`config.mk`:
```
export PLATFORM = sky130hd
export DESIGN_NAME = ultrasonic_echo_ranger_core
export DESIGN_NICKNAME = d
export VERILOG_FILES = /design/src/uer_pkg.sv /design/src/uer_div.sv /design/src/uer_dp.sv /design/src/uer_ctrl.sv /design/src/ultrasonic_echo_ranger_core.sv
export SDC_FILE = /design/constraint.sdc
export NUM_CORES = 1
export LEC_CHECK = 0
export ABC_AREA = 1
export BUFFER_PORTS_ARGS = -buffer_cell sky130_fd_sc_hd__buf_2
export CORE_MARGIN = 2
export CORE_UTILIZATION = 40
export DETAILED_ROUTE_END_ITERATION = 8
export HOLD_SLACK_MARGIN = 0.06
export MAX_ROUTING_LAYER = met4
export PLACE_DENSITY = 0.69
export SLEW_MARGIN = 40
export SYNTH_ARGS = -nofsm -noshare
export SYNTH_HDL_FRONTEND = slang
export SYNTH_SLANG_ARGS = --single-unit
```
`constraint.sdc`:
```
create_clock -name clk -period 3.36 [get_ports clk]
set_clock_uncertainty 0.05 [all_clocks]
set_input_delay 0.504 -clock clk [delete_from_list [all_inputs] [get_ports clk]]
set_output_delay 0.504 -clock clk [all_outputs]
set_load 0.02 [all_outputs]
```
`src/uer_pkg.sv`:
```
package uer_pkg;

  localparam int COUNT_WIDTH = 16;
  localparam int DIST_W      = 16;
  localparam int TRIG_W      = 8;
  localparam int LIMIT_W     = 16;
  localparam int DIV_W       = 8;
  localparam int QW          = (COUNT_WIDTH > DIST_W) ? COUNT_WIDTH : DIST_W;
  localparam int DIV_CNT_W   = $clog2(COUNT_WIDTH + 1);

  localparam int CFG_ADDR_W  = 2;
  localparam int CFG_DATA_W  = 16;
  localparam int IN_TDATA_W  = 8;
  localparam int OUT_TDATA_W = 24;

  localparam logic [CFG_ADDR_W-1:0] REG_TRIGGER_WIDTH = 2'd0;
  localparam logic [CFG_ADDR_W-1:0] REG_TIMEOUT_LIMIT = 2'd1;
  localparam logic [CFG_ADDR_W-1:0] REG_RANGE_DIVISOR = 2'd2;

  localparam logic [TRIG_W-1:0]  TRIGGER_WIDTH_RST = 8'd10;
  localparam logic [LIMIT_W-1:0] TIMEOUT_LIMIT_RST = 16'd30000;
  localparam logic [DIV_W-1:0]   RANGE_DIVISOR_RST = 8'd58;

  localparam logic [DIST_W-1:0] DIST_MAX = {DIST_W{1'b1}};
  localparam logic [COUNT_WIDTH-1:0] COUNT_MAX = {COUNT_WIDTH{1'b1}};

  typedef enum logic [1:0] {
    PH_IDLE = 2'd0,
    PH_RISE = 2'd1,
    PH_FALL = 2'd2,
    PH_DONE = 2'd3
  } phase_t;

  typedef enum logic [1:0] {
    CT_WAIT_IN = 2'd0,
    CT_DIVIDE  = 2'd1,
    CT_EMIT    = 2'd2
  } ctrl_state_t;

  typedef struct packed {
    logic tick;
    logic div_start;
    logic commit;
  } uer_cmd_t;

  typedef struct packed {
    logic phase_done;
    logic div_done;
  } uer_stat_t;

endpackage

```
`src/uer_div.sv`:
```
module uer_div (
  input  logic                             clk,
  input  logic                             rst_n,
  input  logic                             start,
  input  logic [uer_pkg::COUNT_WIDTH-1:0]  dividend,
  input  logic [uer_pkg::DIV_W-1:0]        divisor,
  output logic                             done,
  output logic [uer_pkg::COUNT_WIDTH-1:0]  quotient
);
  import uer_pkg::*;

  logic                   busy_r, busy_nxt;
  logic                   done_r, done_nxt;
  logic [DIV_CNT_W-1:0]   cnt_r, cnt_nxt;
  logic [DIV_W-1:0]       rem_r, rem_nxt;
  logic [DIV_W-1:0]       dsr_r, dsr_nxt;
  logic [COUNT_WIDTH-1:0] quo_r, quo_nxt;
  logic [DIV_W:0]         trial;
  logic [DIV_W:0]         diff;

  assign trial = {rem_r, quo_r[COUNT_WIDTH-1]};
  assign diff  = trial - {1'b0, dsr_r};

  always_comb begin
    busy_nxt = busy_r;
    done_nxt = 1'b0;
    cnt_nxt  = cnt_r;
    rem_nxt  = rem_r;
    dsr_nxt  = dsr_r;
    quo_nxt  = quo_r;
    if (start) begin
      busy_nxt = 1'b1;
      cnt_nxt  = DIV_CNT_W'(COUNT_WIDTH);
      rem_nxt  = '0;
      dsr_nxt  = divisor;
      quo_nxt  = dividend;
    end else if (busy_r) begin
      if (trial >= {1'b0, dsr_r}) begin
        rem_nxt = diff[DIV_W-1:0];
        quo_nxt = {quo_r[COUNT_WIDTH-2:0], 1'b1};
      end else begin
        rem_nxt = trial[DIV_W-1:0];
        quo_nxt = {quo_r[COUNT_WIDTH-2:0], 1'b0};
      end
      cnt_nxt = cnt_r - 1'b1;
      if (cnt_r == DIV_CNT_W'(1)) begin
        busy_nxt = 1'b0;
        done_nxt = 1'b1;
      end
    end
  end

  always_ff @(posedge clk) begin
    if (!rst_n) begin
      busy_r <= 1'b0;
      done_r <= 1'b0;
      cnt_r  <= '0;
    end else begin
      busy_r <= busy_nxt;
      done_r <= done_nxt;
      cnt_r  <= cnt_nxt;
    end
  end

  always_ff @(posedge clk) begin
    rem_r <= rem_nxt;
    dsr_r <= dsr_nxt;
    quo_r <= quo_nxt;
  end

  assign done     = done_r;
  assign quotient = quo_r;

endmodule

```
`src/uer_dp.sv`:
```
module uer_dp (
  input  logic                             clk,
  input  logic                             rst_n,
  input  logic                             cfg_we,
  input  logic [uer_pkg::CFG_ADDR_W-1:0]   cfg_addr,
  input  logic [uer_pkg::CFG_DATA_W-1:0]   cfg_wdata,
  input  logic [uer_pkg::IN_TDATA_W-1:0]   in_tdata,
  input  uer_pkg::uer_cmd_t                cmd,
  output uer_pkg::uer_stat_t               stat,
  output logic [uer_pkg::OUT_TDATA_W-1:0]  out_tdata
);
  import uer_pkg::*;

  logic [TRIG_W-1:0]      trigger_width_r;
  logic [LIMIT_W-1:0]     timeout_limit_r;
  logic [DIV_W-1:0]       range_divisor_r;

  phase_t                 phase_r, phase_nxt;
  logic [COUNT_WIDTH-1:0] elapsed_r, elapsed_nxt;
  logic [COUNT_WIDTH-1:0] rise_stamp_r, rise_stamp_nxt;
  logic [COUNT_WIDTH-1:0] fall_stamp_r, fall_stamp_nxt;
  logic [TRIG_W-1:0]      trig_left_r, trig_left_nxt;
  logic                   ready_r, ready_nxt;
  logic [DIST_W-1:0]      dist_r, dist_nxt;
  logic                   valid_r, valid_nxt;

  logic                   start_req, echo_rise, echo_fall, read_ack;
  logic [COUNT_WIDTH-1:0] elapsed_inc;
  logic                   timed_out;
  logic                   div_done;
  logic [COUNT_WIDTH-1:0] quotient;
  logic [QW-1:0]          quo_wide;
  logic [DIST_W-1:0]      dist_calc;

  assign start_req = in_tdata[0];
  assign echo_rise = in_tdata[1];
  assign echo_fall = in_tdata[2];
  assign read_ack  = in_tdata[3];

  always_ff @(posedge clk) begin
    if (!rst_n) begin
      trigger_width_r <= TRIGGER_WIDTH_RST;
      timeout_limit_r <= TIMEOUT_LIMIT_RST;
      range_divisor_r <= RANGE_DIVISOR_RST;
    end else if (cfg_we) begin
      case (cfg_addr)
        REG_TRIGGER_WIDTH: trigger_width_r <= cfg_wdata[TRIG_W-1:0];
        REG_TIMEOUT_LIMIT: timeout_limit_r <= cfg_wdata[LIMIT_W-1:0];
        REG_RANGE_DIVISOR: range_divisor_r <= cfg_wdata[DIV_W-1:0];
        default: ;
      endcase
    end
  end

  uer_div u_div (
    .clk      (clk),
    .rst_n    (rst_n),
    .start    (cmd.div_start),
    .dividend (fall_stamp_r - rise_stamp_r),
    .divisor  (range_divisor_r),
    .done     (div_done),
    .quotient (quotient)
  );

  assign quo_wide  = QW'(quotient);
  assign dist_calc = (range_divisor_r == '0 || quo_wide > QW'(DIST_MAX)) ?
                     DIST_MAX : quo_wide[DIST_W-1:0];

  assign elapsed_inc = ((phase_r == PH_RISE || phase_r == PH_FALL) &&
                        elapsed_r != COUNT_MAX) ? elapsed_r + 1'b1 : elapsed_r;
  assign timed_out   = QW'(elapsed_inc) > QW'(timeout_limit_r);

  always_comb begin
    phase_nxt      = phase_r;
    elapsed_nxt    = elapsed_r;
    rise_stamp_nxt = rise_stamp_r;
    fall_stamp_nxt = fall_stamp_r;
    trig_left_nxt  = trig_left_r;
    ready_nxt      = ready_r;
    dist_nxt       = dist_r;
    valid_nxt      = valid_r;
    if (cmd.tick) begin
      trig_left_nxt = (trig_left_r != '0) ? trig_left_r - 1'b1 : trig_left_r;
      elapsed_nxt   = elapsed_inc;
      ready_nxt     = read_ack ? 1'b0 : ready_r;
      case (phase_r)
        PH_IDLE: begin
          if (start_req) begin
            rise_stamp_nxt = '0;
            fall_stamp_nxt = '0;
            dist_nxt       = '0;
            valid_nxt      = 1'b0;
            ready_nxt      = 1'b0;
            elapsed_nxt    = '0;
            trig_left_nxt  = trigger_width_r;
            phase_nxt      = PH_RISE;
          end
        end
        PH_RISE: begin
          if (timed_out) begin
            ready_nxt = 1'b1;
            valid_nxt = 1'b0;
            dist_nxt  = '0;
            phase_nxt = PH_IDLE;
          end else if (echo_rise) begin
            rise_stamp_nxt = elapsed_inc;
            phase_nxt      = PH_FALL;
          end
        end
        PH_FALL: begin
          if (timed_out) begin
            ready_nxt = 1'b1;
            valid_nxt = 1'b0;
            dist_nxt  = '0;
            phase_nxt = PH_IDLE;
          end else if (echo_fall) begin
            fall_stamp_nxt = elapsed_inc;
            phase_nxt      = PH_DONE;
          end
        end
        default: ;
      endcase
    end else if (cmd.commit) begin
      dist_nxt  = dist_calc;
      valid_nxt = 1'b1;
      ready_nxt = 1'b1;
      phase_nxt = PH_IDLE;
    end
  end

  always_ff @(posedge clk) begin
    if (!rst_n) begin
      phase_r      <= PH_IDLE;
      elapsed_r    <= '0;
      rise_stamp_r <= '0;
      fall_stamp_r <= '0;
      trig_left_r  <= '0;
      ready_r      <= 1'b0;
      dist_r       <= '0;
      valid_r      <= 1'b0;
    end else begin
      phase_r      <= phase_nxt;
      elapsed_r    <= elapsed_nxt;
      rise_stamp_r <= rise_stamp_nxt;
      fall_stamp_r <= fall_stamp_nxt;
      trig_left_r  <= trig_left_nxt;
      ready_r      <= ready_nxt;
      dist_r       <= dist_nxt;
      valid_r      <= valid_nxt;
    end
  end

  assign stat.phase_done = (phase_r == PH_DONE);
  assign stat.div_done   = div_done;

  assign out_tdata = {3'b000, phase_r, valid_r, dist_r, ready_r, (trig_left_r != '0)};

endmodule

```
`src/uer_ctrl.sv`:
```
module uer_ctrl (
  input  logic               clk,
  input  logic               rst_n,
  input  logic               in_tvalid,
  output logic               in_tready,
  output logic               out_tvalid,
  input  logic               out_tready,
  input  uer_pkg::uer_stat_t stat,
  output uer_pkg::uer_cmd_t  cmd
);
  import uer_pkg::*;

  ctrl_state_t state_r, state_nxt;

  always_comb begin
    state_nxt = state_r;
    case (state_r)
      CT_WAIT_IN: begin
        if (in_tvalid) begin
          state_nxt = stat.phase_done ? CT_DIVIDE : CT_EMIT;
        end
      end
      CT_DIVIDE: begin
        if (stat.div_done) begin
          state_nxt = CT_EMIT;
        end
      end
      CT_EMIT: begin
        if (out_tready) begin
          state_nxt = CT_WAIT_IN;
        end
      end
      default: state_nxt = CT_WAIT_IN;
    endcase
  end

  always_comb begin
    in_tready     = 1'b0;
    out_tvalid    = 1'b0;
    cmd.tick      = 1'b0;
    cmd.div_start = 1'b0;
    cmd.commit    = 1'b0;
    case (state_r)
      CT_WAIT_IN: begin
        in_tready     = 1'b1;
        cmd.tick      = in_tvalid;
        cmd.div_start = in_tvalid & stat.phase_done;
      end
      CT_DIVIDE: begin
        cmd.commit = stat.div_done;
      end
      CT_EMIT: begin
        out_tvalid = 1'b1;
      end
      default: ;
    endcase
  end

  always_ff @(posedge clk) begin
    if (!rst_n) begin
      state_r <= CT_WAIT_IN;
    end else begin
      state_r <= state_nxt;
    end
  end

endmodule

```
`src/ultrasonic_echo_ranger_core.sv`:
```
// Pulse-width ranging for a trigger/echo ultrasonic sensor. Each input transaction is one
// microsecond tick and returns exactly one output transaction with the trigger level, the
// ready flag, the distance in centimeters, its valid flag and the current phase. A tick
// goes to the emit state and waits there while the output side is not ready; the tick
// after a captured falling edge first passes a divide state, where the restoring divider
// gives one quotient bit per cycle. Configuration is written through cfg_we, cfg_addr
// and cfg_wdata; the user must do so only while idle, as the block does not enforce it.
module ultrasonic_echo_ranger_core (
  input  logic                             clk,
  input  logic                             rst_n,
  input  logic                             cfg_we,
  input  logic [uer_pkg::CFG_ADDR_W-1:0]   cfg_addr,
  input  logic [uer_pkg::CFG_DATA_W-1:0]   cfg_wdata,
  input  logic                             in_tvalid,
  output logic                             in_tready,
  // Fields from bit 0: start_request, echo_rise, echo_fall, read_ack, zero fill.
  input  logic [uer_pkg::IN_TDATA_W-1:0]   in_tdata,
  output logic                             out_tvalid,
  input  logic                             out_tready,
  // Fields from bit 0: trigger_level, result_ready, distance_cm[15:0], distance_valid,
  // phase[1:0], zero fill.
  output logic [uer_pkg::OUT_TDATA_W-1:0]  out_tdata
);
  import uer_pkg::*;

  uer_cmd_t  cmd;
  uer_stat_t stat;

  uer_ctrl u_ctrl (
    .clk        (clk),
    .rst_n      (rst_n),
    .in_tvalid  (in_tvalid),
    .in_tready  (in_tready),
    .out_tvalid (out_tvalid),
    .out_tready (out_tready),
    .stat       (stat),
    .cmd        (cmd)
  );

  uer_dp u_dp (
    .clk       (clk),
    .rst_n     (rst_n),
    .cfg_we    (cfg_we),
    .cfg_addr  (cfg_addr),
    .cfg_wdata (cfg_wdata),
    .in_tdata  (in_tdata),
    .cmd       (cmd),
    .stat      (stat),
    .out_tdata (out_tdata)
  );

endmodule

```
# Yosys cells after proc, flatten, opt, wreduce, memory -nomap -nowiden
# Index checks and enable logic that the tools add are counted.
[op_classes]
n_addsub = 5
magnitude_cmp = 3
eq_ne = 23
n_mux = 55
bitwise_logic = 3
reduce_logical = 23
[ops]
columns = ["operator", "n"]
rows = [
  ["16-bit 2-to-1 mux", 14],
  ["16-bit one-hot mux with 2 select lines", 3],
  ["8-bit 2-to-1 mux", 4],
  ["2-bit 2-to-1 mux", 12],
  ["16-bit by 1-bit adder with 16-bit output, second input constant", 1],
  ["16-bit greater-than comparator", 1],
  ["16-bit greater-than comparator, second input constant", 1],
  ["1-bit 2-to-1 mux", 16],
  ["16-bit inequality test, second input constant", 1],
  ["16-bit subtractor", 1],
  ["5-bit AND reduction", 3],
  ["2-bit inequality test, second input constant", 7],
  ["2-bit one-hot mux with 3 select lines", 2],
  ["5-bit 2-to-1 mux", 2],
  ["9-bit by 8-bit >= comparator with 1-bit output", 1],
  ["2-bit equality test, second input constant", 4],
  ["8-bit logical NOT", 1],
  ["4-bit by 3-bit inequality test with 1-bit output, second input constant", 2],
  ["2-bit nonzero test", 4],
  ["8-bit nonzero test", 1],
  ["8-bit by 1-bit subtractor with 8-bit output, second input constant", 1],
  ["8-bit subtractor", 1],
  ["2-bit by 1-bit equality test with 1-bit output, second input constant", 3],
  ["2-bit logical NOT", 3],
  ["other kinds (16)", 23],
]
[totals]
regBits = 149
in_bits = 31
wordCells = 131

# Depth between registers and ports, before layout
[depth]
depth_word = 8
depth_mapped = 26
ltp_nobuf = 25

# Cells and area by module
# Synthesis repeated with hierarchy kept, for this count alone.
[unflattened]
hier_cells = 1189
area_unflattened_um2 = 8605.8
[by_module_without_submodules]
columns = ["module", "n_inst", "cells_per_inst", "area_each_um2", "seq_area_each_um2"]
rows = [
  ["uer_dp", 1, 906, 6329.8, 2162.1],
  ["uer_div", 1, 261, 2137.0, 1021.0],
  ["uer_ctrl", 1, 22, 138.9, 40.0],
]

# Least setup slack after synthesis
# Ideal clock, no wire load.
[synth_timing]
path_kind = "flip-flop to flip-flop"
startpoint = "reg u_dp.phase_r[0]"
endpoint = "reg u_dp.rise_stamp_r[7]"
setup_time_ns = 0.071
t_arrival_ns = 2.751
path_slack_ns = 0.488
stages_incl_launch_ff = 21
path_buffers = 2
period_less_slack_ns = 2.872
cell_sequence = "dfxtp_1 -> inv_1 -> ha_1 -> nand2_4 -> inv_4 -> buf_6 -> nand2_1 -> nand2_1 -> nand2_1 -> inv_2 -> ha_1 -> a21oi_1 -> nand2_1 -> a21oi_1 -> nand2_1 -> nand2_2 -> nand2_1 -> nor2_4 -> buf_6 -> nand2_1 -> a21oi_1"
[synth_via]
elab_chain_cells = 7
elab_cells_between_ends = 15
classes_between = "1 x order compare; 5 x eq/ne; 4 x mux; 5 x reduce/logical"
[synth_lines]
columns = ["item", "line", "source"]
rows = [
  ["start: declaration", "uer_dp.sv:18", "phase_t phase_r, phase_nxt;"],
  ["start signal: assignment", "uer_dp.sv:142", "phase_r <= phase_nxt;"],
  ["2-bit by 1-bit equality test with 1-bit output or 2-bit equality test (tied branches)", "uer_dp.sv:69, uer_dp.sv:86", ""],
  ["1-bit logical OR", "uer_dp.sv:69", "assign elapsed_inc = ((phase_r == PH_RISE || phase_r == PH_FALL) &&"],
  ["1-bit logical AND", "uer_dp.sv:69", ""],
  ["16-bit 2-to-1 mux", "uer_dp.sv:70", "elapsed_r != COUNT_MAX) ? elapsed_r + 1'b1 : elapsed_r;"],
  ["16-bit greater-than comparator or 16-bit 2-to-1 mux (tied branches)", "uer_dp.sv:71, uer_dp.sv:105", ""],
  ["2-bit inequality test (no source line) or 16-bit 2-to-1 mux (tied branches)", "--", ""],
  ["5-bit AND reduction (no source line) or 16-bit one-hot mux with 2 select lines (tied branches)", "--", ""],
  ["end signal: assignment", "uer_dp.sv:144", "rise_stamp_r <= rise_stamp_nxt;"],
  ["end: declaration", "uer_dp.sv:20", "logic [COUNT_WIDTH-1:0] rise_stamp_r, rise_stamp_nxt;"],
]
# Several ways; a longest one is shown, not always the timed one. The select of a mux whose other input is x is not followed.
# A chain may end at the register's enable or synchronous reset.

# Worst setup path after layout
[layout_timing]
startpoint = "reg u_dp.elapsed_r[0]"
endpoint = "reg u_dp.dist_r[9]"
[layout_via]
elab_chain_cells = 6
elab_cells_between_ends = 7
classes_between = "1 x add/sub; 1 x order compare; 2 x eq/ne; 1 x mux; 2 x reduce/logical"
[layout_lines]
columns = ["item", "line", "source"]
rows = [
  ["start: declaration", "uer_dp.sv:19", "logic [COUNT_WIDTH-1:0] elapsed_r, elapsed_nxt;"],
  ["start signal: assignment", "uer_dp.sv:143", "elapsed_r <= elapsed_nxt;"],
  ["parallel branches: the longest is 2 deep, another holds 16-bit by 1-bit adder with 16-bit output", "--", ""],
  ["16-bit 2-to-1 mux (*)", "uer_dp.sv:70", ""],
  ["16-bit greater-than comparator (*)", "uer_dp.sv:71", "assign timed_out = QW'(elapsed_inc) > QW'(timeout_limit_r);"],
  ["3-bit by 2-bit inequality test with 1-bit output (no source line) (*)", "--", ""],
  ["4-bit AND reduction (no source line) (*)", "--", ""],
  ["end signal: assignment", "uer_dp.sv:148", "dist_r <= dist_nxt;"],
  ["end: declaration", "uer_dp.sv:24", "logic [DIST_W-1:0] dist_r, dist_nxt;"],
]
# Every way passes the cells marked *.

==> metrics.md <==
| Metric | Value |
|---|---|
| YS warnings | 0 |
| Average wire per standard cell | 12.9 um |
| Initial antenna violation count | 0 |
| Total track usage | 18.0% |
| Share of cells above drive strength 1 | 16.0% |
| Clock buffer depth | 2 |
| Yosys reg bits | 149 |
| EDFF count, synth | 24 |
| Min-Delay Path Class | primary input to register |
| Clock sinks | 149 |
| Worst-skew pair later-pin latency | 0.43 ns |
| Status | finished, final reports clean |
| Syn Inst Count | 1072 |
| Final count of negative-setup-slack endpoints | 0 |
| Synth top area cells | dfxtp_1 (31%), nand2_1 (13%), edfxtp_1 (9.0%), a21oi_1 (7.6%), ha_1 (7.3%) |
| Drt first pass iters | 6 |
| Max H-tree Level | 4 |
| Tmin final | 3.08 ns |
| Synth Cell Area | 0.00801 mm^2 |
| Sequential share of the synthesized area | 40.3% |
| Ys flop type | dfxtp_1 |
| Max incr delay on CP | 0.34 ns |
| TritonCTS clock tree | done |
| CP Class | register to register |
| Row Count | 51 |
| Fillcell total | 1926 |
| CP Capture Type | register |
| Share of the synthesized area in the top cell type | 31.3% |
| Final-stage net count | 1221 |
| Hold Worst Slack | 0.239 ns |
| Crit-path max FO | 17 |
| Slew HR | 54.1% |
| Power per cell area | 453 mW/mm^2 |
| Dpl hpwl | 13100 um |
| Ys async rst share | 0% |
| Reg clk slew, reported paths | 0.07 ns |
| Yosys top cell by area | dfxtp_1 |
| Total power | 4260 uW |
| Global-route wire length before repair | 30400 um |
| Die ar. | 0.0212 mm^2 |
| DRC Markers | 0 |
| Max rail drop VDD | 0.363 mV |
| Gpl congestion | 0.870 |
| Max-Cap Viols | 0 |
| Vias/cell | 4.91 |
| Critical path's slowest cell | dfxtp_2 |
| Worst-Margin Slew | 0.687 ns |
| Drt initial violations | 461 |
| Crit path required time | 3.60 ns |
| Starting density of the core | 41.0% |
| Lkg Pwr | 0.00408 uW |
| Final Hold Fails | 0 |
| Antenna-violating nets left | 0 |
| Vias in the first global route | 6358 |
| Die Wd | 145 um |
| I/O pin count | 57 |
| WP data arrival | 3.32 ns |
| Core Footprint | 0.0195 mm^2 |
| CTS root buffer | clkbuf_16 |
| Final WL | 18300 um |
| TNS Setup | 0 ns |
| Routed via count | 6961 |
| Largest net degree at the start of global routing | 56 |
| Layout area overhead | 17.4% |
| Number of CTS-inserted buffers | 17 |
| Startpoint Class | register |
| Fin crit share | 91.8% |
| Most frequent CP cell | nand2_1 |
| Final Slew Violations | 0 |
| I/O Buffers | 49 |
| Antenna cells | 0 |
| CP Cell Sequence | buf_4, nand3_2, nor3_4, nand2_2, nor3_4, nand3_2, nand2_1, inv_2, ha_1, nand4_1, nor3_4, nand2_1, nand2_2, nand2_2, buf_4, nand2_1, nand3_2, buf_12, nand2_1, a21oi_1 |
| Core Util, Final | 48.1% |
| Syn_area_per_cell | 7.47 um^2 |
| Die height | 145 um |
| Post-synthesis cell type count | 45 |
| FMAX | 324 MHz |
| Aggregate global routing overflow | 0 |
-- sequential cells by signal (all words and copies together) (netlist names), 16 cells and up --
signal / cells
u_dp.u_div.quotient: 16
u_dp.fall_stamp_r: 16
u_dp.elapsed_r: 16
u_dp.timeout_limit_r: 16
u_dp.dist_r: 16
u_dp.rise_stamp_r: 16
-- Yosys cell counts (4+ instances only) --
cell type	n
or2_2	6
o21ai_0	65
xor2_1	16
nand2_2	6
dfxtp_1	125
clkbuf_1	22
o211ai_1	12
nand3_1	38
o21ai_2	5
a21oi_2	6
nor2_1	81
edfxtp_1	24
a221oi_1	5
a21oi_1	121
inv_2	9
a31oi_1	6
nor3_2	4
xnor2_1	6
inv_1	119
nor3_1	16
buf_2	4
nand4_1	6
ha_1	47
o21bai_1	5
nor2_4	4
nand2_1	271
buf_4	9
nand3_2	5
-- layer usage --
metal | vias to the layer above | share of wire, % | wire length, um | track usage [%]
met2 | 143 | 46 | 8440 | 27.7
met4 | 0 | 2.3 | 415 | 7.40
met3 | 33 | 3.8 | 704 | 2.88
met1 | 3134 | 48 | 8780 | 23.6
met5 | - | 0 | 0 | -
li1 | 3651 | - | - | -
-- metrics by stage --
stage	setup slack, ns	area, um^2	cells
CTS	0.148	9280	1414
global placement	0.134	8690	1382
finish	0.276	9400	1419
floorplan	0.488	8010	1074
detailed placement	0.0576	8700	1382
global route	-0.00116	9400	1419
-- repair_timing --
action                     in CTS  in global routing
setup buffers                   0                  4
gates resized for setup         1                 20
hold buffers                    0                  0
cloned                          0                  1
pin swaps                       0                  7
setup endpoints to repair       1                 51
-- kinds of logic (layout without fill, tap and decap cells) --
kind of cell	Yosys count	after routing	share of synthesized area [%]
simple gates	444	445	23.8
compound gates	235	235	16.3
buf+inv	169	248	8.74
flops	149	149	40.3
fa+ha+maj	49	49	7.84
xor+xnor	25	25	3.02
other cells	1	3	0.0468
-- cell usage in the layout, fill, tap and decap left out, drive strengths merged, types with 2 or more instances in the layout --
master    count
nand4         6
dfxtp       125
a221oi        5
fa            2
xnor2         6
nor2         85
inv         135
nor3         21
buf          85
clkbuf       17
o211ai       12
clkinvlp      2
or2           6
nand3        43
a21oi       127
a31oi         6
ha           47
o21bai        5
a21o          3
nand3b        2
nand2       280
nor4          2
conb          3
xor2         19
a211oi        2
edfxtp       24
clkinv        8
o21ai        72
-- cell type report --
cell class | count | area [um^2] | share of cell area, %
clock buffer | 17 | 425 | 4.53
clock inverter | 15 | 146 | 1.56
inverter | 131 | 500 | 5.33
multi-input combinational | 757 | 4190 | 44.6
sequential | 149 | 3230 | 34.3
tap | 265 | 332 | 3.53
timing repair buffer | 85 | 578 | 6.15
-- worst max-delay path, delay by kind of cell (launching register included) --
family                   cells  cell delay, ns
buffers and inverters        4            0.49
adder cells (fa/ha/maj)      1            0.30
AND/OR/NAND/NOR             14            1.70
AO/OA/AOI/OAI                1            0.05
flip-flops                   1            0.34
-- path summary, 6_finish.rpt --
path	start	to	slack, ns	cells after the start
setup / recovery	u_dp.elapsed_r[0]	u_dp.dist_r[9]	0.28	20
hold / removal	cfg_wdata[10]	u_dp.timeout_limit_r[10]	0.24	3
setup reg to reg	u_dp.elapsed_r[0]	u_dp.dist_r[9]	0.28	20
hold reg to reg	u_dp.dist_r[10]	u_dp.dist_r[10]	0.40	2
-- power by group --
part           leakage (uW)  switching [uW]  internal, uW  total, uW
Clock              0.000280             818          1040       1860
Combinational       0.00257             330           185        515
Sequential          0.00124            33.2          1860       1890
Total               0.00408            1180          3080       4260
Power figures use the tool's default switching activity.
